<file path="config.mk">
export PLATFORM = sky130hd
export DESIGN_NAME = addressable_led_frame_encoder_top
export DESIGN_NICKNAME = d
export VERILOG_FILES = /design/src/sv/lfe_pkg.sv /design/src/sv/addressable_led_frame_encoder_top.sv /design/src/sv/lfe_pixel_mem.sv /design/src/sv/lfe_slot_ctrl.sv /design/src/sv/lfe_encode.sv
export SDC_FILE = /design/constraint.sdc
export NUM_CORES = 2
export LEC_CHECK = 0
export BUFFER_PORTS_ARGS = -buffer_cell sky130_fd_sc_hd__buf_2
export CAP_MARGIN = 10
export CORE_ASPECT_RATIO = 0.6
export CORE_MARGIN = 1.5
export CORE_UTILIZATION = 50
export CTS_CLUSTER_SIZE = 30
export DETAILED_ROUTE_END_ITERATION = 7
export HOLD_SLACK_MARGIN = 0.1
export PLACE_DENSITY_LB_ADDON = 0.08
export SYNTH_ARGS = -nofsm -noshare
export SYNTH_HDL_FRONTEND = slang
export SYNTH_SLANG_ARGS = --single-unit
</file>
<file path="constraint.sdc">
create_clock -name clk -period 16.26 [get_ports clk]
set_clock_uncertainty 0.05 [all_clocks]
set_input_delay 2.439 -clock clk [delete_from_list [all_inputs] [get_ports clk]]
set_output_delay 2.439 -clock clk [all_outputs]
set_load 0.1 [all_outputs]
</file>
<file path="src/sv/lfe_pkg.sv">
// ----------------------------------------------------------------------------
// lfe_pkg
// Shared constants, types and the brightness gain table of the LED frame
// encoder.
// ----------------------------------------------------------------------------
package lfe_pkg;

  localparam int NUM_LEDS     = 24;
  localparam int RESET_SLOTS  = 50;
  localparam int BITS_PER_LED = 24;
  localparam int MAX_ANGLE    = 45;

  localparam int ADDR_W  = (NUM_LEDS > 1) ? $clog2(NUM_LEDS) : 1;
  localparam int LED_W   = $clog2(NUM_LEDS + 1);
  localparam int RST_W   = (RESET_SLOTS > 1) ? $clog2(RESET_SLOTS) : 1;
  localparam int BIT_W   = 5;
  localparam int WORD_W  = 24;
  localparam int GAIN_W  = 17;

  localparam logic [1:0] ACT_WRITE = 2'd0;
  localparam logic [1:0] ACT_START = 2'd1;
  localparam logic [1:0] ACT_TICK  = 2'd2;

  localparam logic [1:0] REG_BRIGHTNESS = 2'd0;
  localparam logic [1:0] REG_DUTY_ONE   = 2'd1;
  localparam logic [1:0] REG_DUTY_ZERO  = 2'd2;

  localparam logic [5:0] BRIGHTNESS_RESET = 6'd45;
  localparam logic [7:0] DUTY_ONE_RESET   = 8'd60;
  localparam logic [7:0] DUTY_ZERO_RESET  = 8'd30;

  // Per-slot control handed from the slot sequencer to the encoder stage.
  typedef struct packed {
    logic             active;
    logic             load;
    logic             in_data;
    logic [BIT_W-1:0] bit_idx;
    logic             frame_end;
  } slot_info_t;

  typedef struct packed {
    logic sending;
    logic in_data;
  } ctrl_status_t;

  // round(tan(angle degrees) * 65536)
  function automatic logic [GAIN_W-1:0] tan_q16(input logic [5:0] angle);
    logic [GAIN_W-1:0] g;
    case (angle)
      6'd0:  g = 17'd0;      6'd1:  g = 17'd1144;   6'd2:  g = 17'd2289;
      6'd3:  g = 17'd3435;   6'd4:  g = 17'd4583;   6'd5:  g = 17'd5734;
      6'd6:  g = 17'd6888;   6'd7:  g = 17'd8047;   6'd8:  g = 17'd9210;
      6'd9:  g = 17'd10380;  6'd10: g = 17'd11556;  6'd11: g = 17'd12739;
      6'd12: g = 17'd13930;  6'd13: g = 17'd15130;  6'd14: g = 17'd16340;
      6'd15: g = 17'd17560;  6'd16: g = 17'd18792;  6'd17: g = 17'd20036;
      6'd18: g = 17'd21294;  6'd19: g = 17'd22566;  6'd20: g = 17'd23853;
      6'd21: g = 17'd25157;  6'd22: g = 17'd26478;  6'd23: g = 17'd27818;
      6'd24: g = 17'd29179;  6'd25: g = 17'd30560;  6'd26: g = 17'd31964;
      6'd27: g = 17'd33392;  6'd28: g = 17'd34846;  6'd29: g = 17'd36327;
      6'd30: g = 17'd37837;  6'd31: g = 17'd39378;  6'd32: g = 17'd40951;
      6'd33: g = 17'd42560;  6'd34: g = 17'd44205;  6'd35: g = 17'd45889;
      6'd36: g = 17'd47615;  6'd37: g = 17'd49385;  6'd38: g = 17'd51202;
      6'd39: g = 17'd53070;  6'd40: g = 17'd54991;  6'd41: g = 17'd56970;
      6'd42: g = 17'd59009;  6'd43: g = 17'd61113;  6'd44: g = 17'd63287;
      default: g = 17'd65536;
    endcase
    return g;
  endfunction

endpackage

</file>
<file path="src/sv/addressable_led_frame_encoder_top.sv">
// ----------------------------------------------------------------------------
// addressable_led_frame_encoder_top
// Pixel store and PWM bit encoder for a chain of addressable LEDs.
// ----------------------------------------------------------------------------
// The block takes one input transfer per clock cycle while the output side
// keeps up. Pixel writes and frame starts produce nothing; each slot tick
// produces exactly one output transfer: the stage register captures the slot
// and reads the pixel store, then the output register takes the scaled pixel
// and the picked duty value. The pixel store comes out of reset reading zero in
// every entry, with no clearing pass. If the output side stalls, two ticks are
// held inside before the input side is held off.
module addressable_led_frame_encoder_top
  import lfe_pkg::*;
(
  input  logic        clk,
  input  logic        rst,
  input  logic        s_tvalid,
  output logic        s_tready,
  input  logic [39:0] s_tdata,   // led_index[9:0], red[17:10], green[25:18], blue[33:26]
  input  logic [1:0]  s_tuser,   // action[1:0]
  output logic        m_tvalid,
  input  logic        m_tready,
  output logic [7:0]  m_tdata,   // duty[7:0]
  output logic [0:0]  m_tuser,   // frame_active[0]
  output logic        m_tlast,
  input  logic        cfg_we,
  input  logic [1:0]  cfg_index,
  input  logic [7:0]  cfg_data
);

  logic              accept;
  logic              mem_we;
  logic [ADDR_W-1:0] mem_waddr;
  logic [WORD_W-1:0] mem_wdata;
  logic              mem_re;
  logic [ADDR_W-1:0] mem_raddr;
  logic [WORD_W-1:0] mem_rdata;
  logic              tick;
  slot_info_t        info;
  ctrl_status_t      status;
  logic [5:0]        brightness;
  logic [7:0]        duty_one;
  logic [7:0]        duty_zero;
  logic              active_bit;

  assign accept = s_tvalid && s_tready;

  always_ff @(posedge clk) begin
    if (rst) begin
      brightness <= BRIGHTNESS_RESET;
      duty_one   <= DUTY_ONE_RESET;
      duty_zero  <= DUTY_ZERO_RESET;
    end else if (cfg_we) begin
      case (cfg_index)
        REG_BRIGHTNESS: begin
          brightness <= (cfg_data[5:0] > 6'(MAX_ANGLE)) ? 6'(MAX_ANGLE) : cfg_data[5:0];
        end
        REG_DUTY_ONE:  duty_one  <= cfg_data;
        REG_DUTY_ZERO: duty_zero <= cfg_data;
        default: ;
      endcase
    end
  end

  lfe_slot_ctrl u_ctrl (
    .clk       (clk),
    .rst       (rst),
    .accept    (accept),
    .action    (s_tuser),
    .led_index (s_tdata[9:0]),
    .red       (s_tdata[17:10]),
    .green     (s_tdata[25:18]),
    .blue      (s_tdata[33:26]),
    .mem_we    (mem_we),
    .mem_waddr (mem_waddr),
    .mem_wdata (mem_wdata),
    .mem_re    (mem_re),
    .mem_raddr (mem_raddr),
    .tick      (tick),
    .info      (info),
    .status    (status)
  );

  lfe_pixel_mem u_mem (
    .clk   (clk),
    .rst   (rst),
    .we    (mem_we),
    .waddr (mem_waddr),
    .wdata (mem_wdata),
    .re    (mem_re),
    .raddr (mem_raddr),
    .rdata (mem_rdata)
  );

  lfe_encode u_enc (
    .clk        (clk),
    .rst        (rst),
    .tick       (tick),
    .info       (info),
    .pixel      (mem_rdata),
    .brightness (brightness),
    .duty_one   (duty_one),
    .duty_zero  (duty_zero),
    .ready      (s_tready),
    .out_valid  (m_tvalid),
    .out_ready  (m_tready),
    .out_duty   (m_tdata),
    .out_active (active_bit),
    .out_end    (m_tlast)
  );

  assign m_tuser[0] = active_bit;

  a_end_stops_frame: assert property (@(posedge clk) disable iff (rst)
    tick && info.frame_end |=> !status.sending)
    else $error("frame still running after its last reset slot");

  a_start_begins_frame: assert property (@(posedge clk) disable iff (rst)
    accept && (s_tuser == ACT_START) |=> status.sending)
    else $error("frame start did not take effect");

  a_idle_duty_zero: assert property (@(posedge clk) disable iff (rst)
    m_tvalid && !m_tuser[0] |-> (m_tdata == 8'd0) && !m_tlast)
    else $error("idle slot carries a nonzero duty or a frame end");

  a_end_in_reset_slots: assert property (@(posedge clk) disable iff (rst)
    tick && info.frame_end |-> !status.in_data && !info.load)
    else $error("frame end raised inside the pixel data");

endmodule

</file>
<file path="src/sv/lfe_pixel_mem.sv">
// ----------------------------------------------------------------------------
// lfe_pixel_mem
// Pixel store: one green-red-blue word per LED, registered read, with a
// valid bit per entry so that entries never written read as zero.
// ----------------------------------------------------------------------------
module lfe_pixel_mem
  import lfe_pkg::*;
(
  input  logic              clk,
  input  logic              rst,
  input  logic              we,
  input  logic [ADDR_W-1:0] waddr,
  input  logic [WORD_W-1:0] wdata,
  input  logic              re,
  input  logic [ADDR_W-1:0] raddr,
  output logic [WORD_W-1:0] rdata
);

  logic [WORD_W-1:0]   mem [NUM_LEDS];
  logic [NUM_LEDS-1:0] valid;
  logic [WORD_W-1:0]   rd_word;
  logic                rd_valid;

  always_ff @(posedge clk) begin
    if (we) begin
      mem[waddr] <= wdata;
    end
    if (re) begin
      rd_word <= mem[raddr];
    end
  end

  always_ff @(posedge clk) begin
    if (rst) begin
      valid    <= '0;
      rd_valid <= 1'b0;
    end else begin
      if (we) begin
        valid[waddr] <= 1'b1;
      end
      if (re) begin
        rd_valid <= valid[raddr];
      end
    end
  end

  assign rdata = rd_valid ? rd_word : '0;

endmodule

</file>
<file path="src/sv/lfe_slot_ctrl.sv">
// ----------------------------------------------------------------------------
// lfe_slot_ctrl
// Slot sequencer: decodes accepted items, writes pixels, tracks the LED, bit
// and reset-slot position of the frame and issues pixel reads.
// ----------------------------------------------------------------------------
module lfe_slot_ctrl
  import lfe_pkg::*;
(
  input  logic              clk,
  input  logic              rst,
  input  logic              accept,
  input  logic [1:0]        action,
  input  logic [9:0]        led_index,
  input  logic [7:0]        red,
  input  logic [7:0]        green,
  input  logic [7:0]        blue,
  output logic              mem_we,
  output logic [ADDR_W-1:0] mem_waddr,
  output logic [WORD_W-1:0] mem_wdata,
  output logic              mem_re,
  output logic [ADDR_W-1:0] mem_raddr,
  output logic              tick,
  output slot_info_t        info,
  output ctrl_status_t      status
);

  logic             sending;
  logic [LED_W-1:0] led_cnt;
  logic [BIT_W-1:0] bit_cnt;
  logic [RST_W-1:0] rst_cnt;
  logic             in_data;
  logic             last_bit;

  assign in_data  = ({1'b0, led_cnt} < (LED_W + 1)'(NUM_LEDS));
  assign last_bit = (bit_cnt == BIT_W'(BITS_PER_LED - 1));

  assign mem_we    = accept && (action == ACT_WRITE)
                     && ({1'b0, led_index} < 11'(NUM_LEDS));
  assign mem_waddr = led_index[ADDR_W-1:0];
  assign mem_wdata = {green, red, blue};

  assign tick = accept && (action == ACT_TICK);

  always_comb begin
    info.active    = sending;
    info.in_data   = in_data;
    info.bit_idx   = bit_cnt;
    info.load      = sending && in_data && (bit_cnt == '0);
    info.frame_end = sending && !in_data && (rst_cnt == RST_W'(RESET_SLOTS - 1));
  end

  assign mem_re    = tick && info.load;
  assign mem_raddr = led_cnt[ADDR_W-1:0];

  assign status.sending = sending;
  assign status.in_data = in_data;

  always_ff @(posedge clk) begin
    if (rst) begin
      sending <= 1'b0;
      led_cnt <= '0;
      bit_cnt <= '0;
      rst_cnt <= '0;
    end else if (accept && (action == ACT_START) && !sending) begin
      sending <= 1'b1;
      led_cnt <= '0;
      bit_cnt <= '0;
      rst_cnt <= '0;
    end else if (tick && sending) begin
      if (in_data) begin
        if (last_bit) begin
          bit_cnt <= '0;
          led_cnt <= led_cnt + 1'b1;
        end else begin
          bit_cnt <= bit_cnt + 1'b1;
        end
      end else if (info.frame_end) begin
        sending <= 1'b0;
        led_cnt <= '0;
        rst_cnt <= '0;
      end else begin
        rst_cnt <= rst_cnt + 1'b1;
      end
    end
  end

endmodule

</file>
<file path="src/sv/lfe_encode.sv">
// ----------------------------------------------------------------------------
// lfe_encode
// Encoder stage: scales the pixel read from the store, keeps the current
// word and turns one bit per slot into a duty value in the output register.
// ----------------------------------------------------------------------------
module lfe_encode
  import lfe_pkg::*;
(
  input  logic              clk,
  input  logic              rst,
  input  logic              tick,
  input  slot_info_t        info,
  input  logic [WORD_W-1:0] pixel,
  input  logic [5:0]        brightness,
  input  logic [7:0]        duty_one,
  input  logic [7:0]        duty_zero,
  output logic              ready,
  output logic              out_valid,
  input  logic              out_ready,
  output logic [7:0]        out_duty,
  output logic              out_active,
  output logic              out_end
);

  logic              stage_valid;
  slot_info_t        stage_info;
  logic [WORD_W-1:0] current_word;
  logic              out_free;
  logic              advance;
  logic [GAIN_W-1:0] gain;
  logic [WORD_W-1:0] scaled;
  logic [WORD_W-1:0] word_now;
  logic [BIT_W-1:0]  bit_pos;
  logic [7:0]        duty_next;

  function automatic logic [7:0] scale(input logic [7:0] v, input logic [GAIN_W-1:0] g);
    logic [GAIN_W+7:0] p;
    p = {{GAIN_W{1'b0}}, v} * {8'd0, g};
    return p[23:16];
  endfunction

  assign out_free = !out_valid || out_ready;
  assign advance  = stage_valid && out_free;
  assign ready    = !stage_valid || out_free;

  assign gain   = tan_q16(brightness);
  assign scaled = {scale(pixel[23:16], gain), scale(pixel[15:8], gain),
                   scale(pixel[7:0], gain)};

  always_comb begin
    word_now  = stage_info.load ? scaled : current_word;
    bit_pos   = BIT_W'(WORD_W - 1) - stage_info.bit_idx;
    duty_next = 8'd0;
    if (stage_info.active && stage_info.in_data) begin
      duty_next = word_now[bit_pos] ? duty_one : duty_zero;
    end
  end

  always_ff @(posedge clk) begin
    if (tick) begin
      stage_info <= info;
    end
    if (advance) begin
      out_duty   <= duty_next;
      out_active <= stage_info.active;
      out_end    <= stage_info.frame_end;
      if (stage_info.load) begin
        current_word <= scaled;
      end
    end
  end

  always_ff @(posedge clk) begin
    if (rst) begin
      stage_valid <= 1'b0;
      out_valid   <= 1'b0;
    end else begin
      if (tick) begin
        stage_valid <= 1'b1;
      end else if (advance) begin
        stage_valid <= 1'b0;
      end
      if (advance) begin
        out_valid <= 1'b1;
      end else if (out_ready) begin
        out_valid <= 1'b0;
      end
    end
  end

endmodule

</file>
Word level (Yosys, flattened, before mapping)

Memories as Yosys holds them, arrays and structs flattened. A register that Yosys moved wholly into a read port is not among the register bits.
Cells that the tools add are included.

Bits in registers: 109
Latch bits: 0
Bits in writable memories: 576
ROM bits: 1088
Input port bits: 57
Output and inout port bits: 12
Logic and storage cells: 110
Memories kept: 2

Memories:

| name             | depth | width | read ports | clocked after memory_dff | write ports | RTL line            | RTL |
|---|---|---|---|---|---|---|---|
| (name not given) | 64    | 17    | 1          | 1                        | 0           | lfe_pkg.sv:49       | `case (angle)` |
| u_mem.mem        | 24    | 24    | 1          | 1                        | 1           | lfe_pixel_mem.sv:19 | `logic [WORD_W-1:0] mem [NUM_LEDS];` |

Add/subtract/negate cells: 4
Multiply operators: 3
Divide/modulo/power cells: 0
Order comparisons: 7
Equal/unequal tests: 8
Shift-type cells: 0
Muxes and demuxes: 27
Bitwise operators: 2
Reduce and logical (&&, ||, !) cells: 37

Operators with widths:

| cell                                                 | count |
|---|---|
| multiplier 8 x 17 -> 24 bit                          | 3 |
| 2-to-1 mux 24 bit                                    | 2 |
| 2-to-1 mux 6 bit                                     | 4 |
| OR 24 bit                                            | 1 |
| 2-to-1 mux 5 bit                                     | 4 |
| < comparator 5 x 6 -> 1 bit (second input constant)  | 3 |
| logical AND 1 bit                                    | 15 |
| 2-to-1 mux 1 bit                                     | 13 |
| adder 5 x 1 -> 5 bit (second input constant)         | 2 |
| binary-select mux 1 bit (select 5 bit)               | 2 |
| < comparator 10 x 5 -> 1 bit (second input constant) | 1 |
| AND reduction 2 bit                                  | 5 |
| nonzero test 2 bit                                   | 5 |
| 2-to-1 mux 8 bit                                     | 1 |
| adder 6 x 1 -> 6 bit (second input constant)         | 1 |
| equality test 6 bit (second input constant)          | 1 |
| > comparator 6 bit (second input constant)           | 1 |
| AND reduction 3 bit                                  | 2 |
| demux 1 bit (select 5 bit)                           | 1 |
| equality test 5 bit (second input constant)          | 1 |
| >= comparator 5 x 1 -> 1 bit (second input constant) | 1 |
| zero test 5 bit                                      | 1 |
| < comparator 5 bit (second input constant)           | 1 |
| subtractor 5 bit (first input constant)              | 1 |
| 8 further kinds                                      | 16 |

Logic depth before layout (Yosys ltp)

Depth in word-level cells: 8
Gate-level depth with buffers: 24
Gate-level depth less buffers: 20

By module

From an unflattened synthesis, not the netlist that was laid out.

Cell total of the unflattened synthesis: 3279
Area, all modules: 42152.9 µm²

By module, submodules not included:

| module                            | times used | cells an instance | area each (µm²) | sequential area each (µm²) |
|---|---|---|---|---|
| lfe_pixel_mem                     | 1          | 1174              | 24123.1         | 18517.8 |
| lfe_encode                        | 1          | 1867              | 15965.3         | 1331.3 |
| lfe_slot_ctrl                     | 1          | 149               | 1199.9          | 340.3 |
| addressable_led_frame_encoder_top | 1          | 89                | 864.6           | 440.4 |

Worst setup path after synthesis

Ideal clock, no wire load.

Kind: register to register
Start point: reg u_mem.rd_valid
End point: reg u_enc.out_duty[0], data pin
Setup time: 275 ps
Arrival time: 5735 ps
Required time: 15935 ps
Slack: 10200 ps
Stages on the path, launching flop included: 22
Path buffers: 3
Period minus slack after synthesis: 6060 ps
Path through: dfxtp_1 > buf_2 > clkbuf_1 > clkbuf_1 > and3_1 > fa_1 > fa_1 > fa_1 > inv_1 > fa_1 > inv_1 > ha_1 > a21o_1 > a21oi_1 > o21ai_0 > a41o_1 > o31a_2 > mux2i_1 > a2111oi_2 > a2111oi_4 > a211oi_4 > mux2i_1

Cells in the longest elaborated chain, start to end: 6
Elaborated cells between the ends (all ways): 8
Those cells by class: mul (3); mux (5)

Ends and longest elaborated chain:

| item                                       | RTL line            | RTL |
|---|---|---|
| start: declaration                         | lfe_pixel_mem.sv:22 | `logic rd_valid;` |
| start signal: assignment                   | lfe_pixel_mem.sv:42 | `rd_valid <= valid[raddr];` |
| 2-to-1 mux 24 bit (*)                      | lfe_pixel_mem.sv:47 | `assign rdata = rd_valid ? rd_word : '0;` |
| multiplier 8 x 17 -> 24 bit                | lfe_encode.sv:38    | `p = {{GAIN_W{1'b0}}, v} * {8'd0, g};` |
| 2-to-1 mux 24 bit (*)                      | lfe_encode.sv:51    | `word_now = stage_info.load ? scaled : current_word;` |
| binary-select mux 1 bit (select 5 bit) (*) | lfe_encode.sv:55    | `duty_next = word_now[bit_pos] ? duty_one : duty_zero;` |
| 2-to-1 mux 1 bit (not written as such) (*) | lfe_encode.sv:55    |  |
| 2-to-1 mux 8 bit (*)                       | lfe_encode.sv:55    |  |
| end signal: assignment                     | lfe_encode.sv:64    | `out_duty <= duty_next;` |
| end: declaration                           | lfe_encode.sv:20    | `output logic [7:0] out_duty,` |

Mark *: on every way between the ends. The rest lies on a longest branch, timed or not. The select of a mux whose other input is x is not followed.
A chain may end at the register's enable or synchronous reset.

Worst setup path in the final report

Start point: reg u_mem.rd_valid
End point: reg u_enc.out_duty[6], data pin

Same word-level chain as after synthesis.

==> out/qor.yml <==
detailed_routing:
  postRouteAntennaNets: 0
  vias: 25392
  drt-initial-drc-count: 2673
  wl_um: 105000
  wl_per_cell_um: 25.1
  vias_per_cell: 6.10
  drt_first_pass_iters: 6
  drc_errors: 0
finish:
  seqCellArea_um2: 21000
  syn_to_final_growth_pct: 9.21
  layout-drive-gt1-share_pct: 14.9
  filler_cell_count: 6556
  multi_input_area_um2: 18700
  fin_nets: 3486
cts:
  clk_pin_slew_worst_paths_ns: 0.07
  insertion_delay_ns: 0.65
  hold_buffers: 0
  cts_made_buffers: 70
  ctsLongestPathBuffers: 3
  htreeDepth: 3
  cts_resized: 0
  cts_tree: "done"
  cts_root_buf: "clkbuf_16"
  clock_sinks: 726
  post-cts-setup-buffer-count: 0
setup_path:
  path_max_fanout: 275
  cp-end-kind: "register"
  cp.required_ns: 16.56
  crit_arrival_ns: 8.33
  critical_path.endpoint: "u_enc.out_duty[6]$_SDFFCE_PN0P_"
  r2r-start: "u_mem.rd_valid$_SDFFE_PP0P_"
  critPathKind: "reg -> reg"
  crit_path_start_kind: "register"
  startpoint: "u_mem.rd_valid$_SDFFE_PP0P_"
  regToRegSetupSlack_ns: 8.24
  reg2reg_to: "u_enc.out_duty[6]$_SDFFCE_PN0P_"
  worstRegToRegCells: 19
logic_synthesis:
  synth_simple_gate_area_share_pct: 10.4
  synthAdderAreaFrac_pct: 16.9
  ys_types: 83
  synth_top_cell_area_share_pct: 46.8
  synth-edff-count: 643
  syn_avg_cell_area_um2: 13.6
  synth_ff_type: "edfxtp_1"
  synthCells: 3032
  muxShareOfSynthArea_pct: 11.3
  synth_compound_area_share_pct: 5.23
  ys_async_sr_fraction_pct: 0
  synth_top_family_by_area: "adder cells"
  synth-seq-cells: 726
  yosys_warnings: 0
  synth_top_area_cell: "edfxtp_1"
  ys_seq_area_share_pct: 50.8
  synthXorXnorAreaFrac_pct: 0.827
  netlist_area_um2: 41300
  ys_top_cells_by_area: "edfxtp_1, fa_1, mux4_2, and3_1, ha_1"
  synth.most_common_cell: "edfxtp_1"
  synth_common_cells: "edfxtp_1, and3_1, inv_1"
  syn-num-nets: 3489
power_and_ir_drop:
  ir_worst_vdd_mv: 0.0886
  power.density_nw_per_um2: 84.0
  p_leak_uw: 0.0182
  p_int_uw: 2950
  switching_share_pct: 22.1
  p_sw_uw: 837
  pwr-share-clk_pct: 42.3
  sequentialPowerShare_pct: 53.9
  power_frac_comb_pct: 3.8
floorplan:
  initial_utilization_pct: 50.6
  die_y_um: 226
  rows: 81
  die_w_um: 374
  dieArea_um2: 84400
  ioPinCount: 69
  core_um2: 81600
timing:
  fmax_ghz: 0.125
  rsz0062_at_grt: "false"
  fin_setup_tns_ns: 0
  worstMarginPinSlew_ns: 1.31
  fin_crit_sh_pct: 49.4
  setup_viol: 0
  fin_crit_ns: 8.02
  whs_ns: 0.386
  final_max_slew_viol_count: 0
  max_slew_margin_pct: 12.2
  hold_violations: 0
placement:
  dpl.hpwl_um: 64100
  place_congestion: 0.904
  port-buffer-count: 62
grt:
  grt-ovfl-total: 0
  grt_pass1_wl_um: 160000
  grt_pass1_vias: 26383
  antenna_found_initial: 2
  grt_max_degree: 276
  grtUsageTotal_pct: 25.4
worst_hold_path:
  hold_path_class: "reg -> reg"
outcome:
  run_status: "finished clean"
flow_run:
  maxCapViolCount: 0
## kinds of logic after synthesis
group / Yosys count
flip-flops: 726
AND/OR/NAND/NOR: 811
XOR/XNOR: 39
buffers and inverters: 490
adder cells (fa/ha/maj): 400
multiplexers: 246
AO/OA/AOI/OAI: 320
## power groups by stage
| stage | combinational, uW | sequential (uW) | clock [uW] |
|---|---|---|---|
| CTS | 141 | 2040 | 1640 |
| floorplan | 64.4 | 2080 | 0 |
| global placement | 134 | 2080 | 0 |
| finish | 144 | 2040 | 1600 |
| global route | 154 | 2040 | 1710 |
| detailed placement | 140 | 2080 | 0 |
## placed cells by master (no fill, tap or decap), types with 24 or more instances in the layout
master,netlist,routed
nor2_4,0,24
clkbuf_16,0,72
nand2_1,120,120
fa_1,264,264
inv_1,294,294
ha_1,136,136
buf_4,1,54
o21ai_0,40,40
and3_1,333,333
nand3_1,82,82
a21oi_1,110,110
mux2i_1,59,59
mux4_2,175,175
edfxtp_1,643,643
nor2_1,163,139
buf_2,9,62
dfxtp_1,83,77
## state kept, by name, indices dropped and copies added (netlist names)
| name | flops |
|---|---|
| brightness | 6 |
| duty_one | 8 |
| duty_zero | 8 |
| u_ctrl.bit_cnt | 5 |
| u_ctrl.mem_raddr | 5 |
| u_ctrl.rst_cnt | 6 |
| u_ctrl.sending | 1 |
| u_enc.current_word | 24 |
| u_enc.gain | 17 |
| u_enc.out_active | 1 |
| u_enc.out_duty | 8 |
| u_enc.out_end | 1 |
| u_enc.out_valid | 1 |
| u_enc.stage_info | 9 |
| u_enc.stage_valid | 1 |
| u_mem.mem | 576 |
| u_mem.rd_valid | 1 |
| u_mem.rd_word | 24 |
| u_mem.valid | 24 |
## critical path, stage by stage, from the launching register on
cell and delay, ns:
dfxtp_4 0.91, buf_12 0.59, and2_1 0.41, nand2_1 0.12, fa_1 0.47, fa_1 0.49, inv_1 0.05, fa_1 0.49
fa_1 0.42, ha_1 0.33, a21oi_1 0.16, o21ai_0 0.14, a311oi_2 0.78, o211ai_1 0.20, o21a_1 0.16, xnor2_1 0.17
o211ai_1 0.31, nand4b_4 0.15, a211oi_4 0.84, mux2i_1 0.20
## metrics by stage
step / worst slack (ns) / util [%] / instances / power, uW / area (um^2)
global placement: 8.60 / 52.5 / 4035 / 2220 / 42800
CTS: 8.43 / 55.3 / 4162 / 3820 / 45100
detailed placement: 8.50 / 52.5 / 4036 / 2220 / 42900
floorplan: 10.20 / - / 3032 / 2150 / 41300
global route: 7.87 / 55.3 / 4162 / 3900 / 45100
finish: 8.24 / 55.3 / 4164 / 3790 / 45100
## how the worst min path moves through the flow
stage	startpoint	end	slack (ns)	cells past startpoint
final	u_enc.stage_info[0]$_DFFE_PP_	u_enc.out_end$_DFFE_PP_	0.39	0
after global placement	u_enc.stage_info[0]$_DFFE_PP_	u_enc.out_end$_DFFE_PP_	0.36	0
after floorplan	u_enc.stage_info[0]$_DFFE_PP_	u_enc.out_end$_DFFE_PP_	0.35	0
after global routing	u_enc.stage_info[0]$_DFFE_PP_	u_enc.out_end$_DFFE_PP_	0.41	0
after detailed placement	u_enc.stage_info[0]$_DFFE_PP_	u_enc.out_end$_DFFE_PP_	0.36	0
after CTS	u_enc.stage_info[0]$_DFFE_PP_	u_enc.out_end$_DFFE_PP_	0.39	0
## routing by layer
layer  part of all wire, %  up-vias  global-route usage (%)  wire, um
met3                   8.0      127                    5.17      8420
met5                     0        -                       0         0
li1                      -    11124                       -         -
met1                    46    13179                    38.4     48600
met4                   1.4        0                    5.12      1440
met2                    44      962                    38.2     46100
## layout make-up
type | count | area share [%]
Clock inverter | 39 | 0.802
Inverter | 297 | 2.47
Timing Repair Buffer | 118 | 1.69
Antenna cell | 2 | 0.0111
Clock buffer | 87 | 4.12
Multi-Input combinational cell | 1816 | 41.4
Sequential cell | 726 | 46.5
Tap cell | 1079 | 2.99
Power figures use the tool's default switching activity.
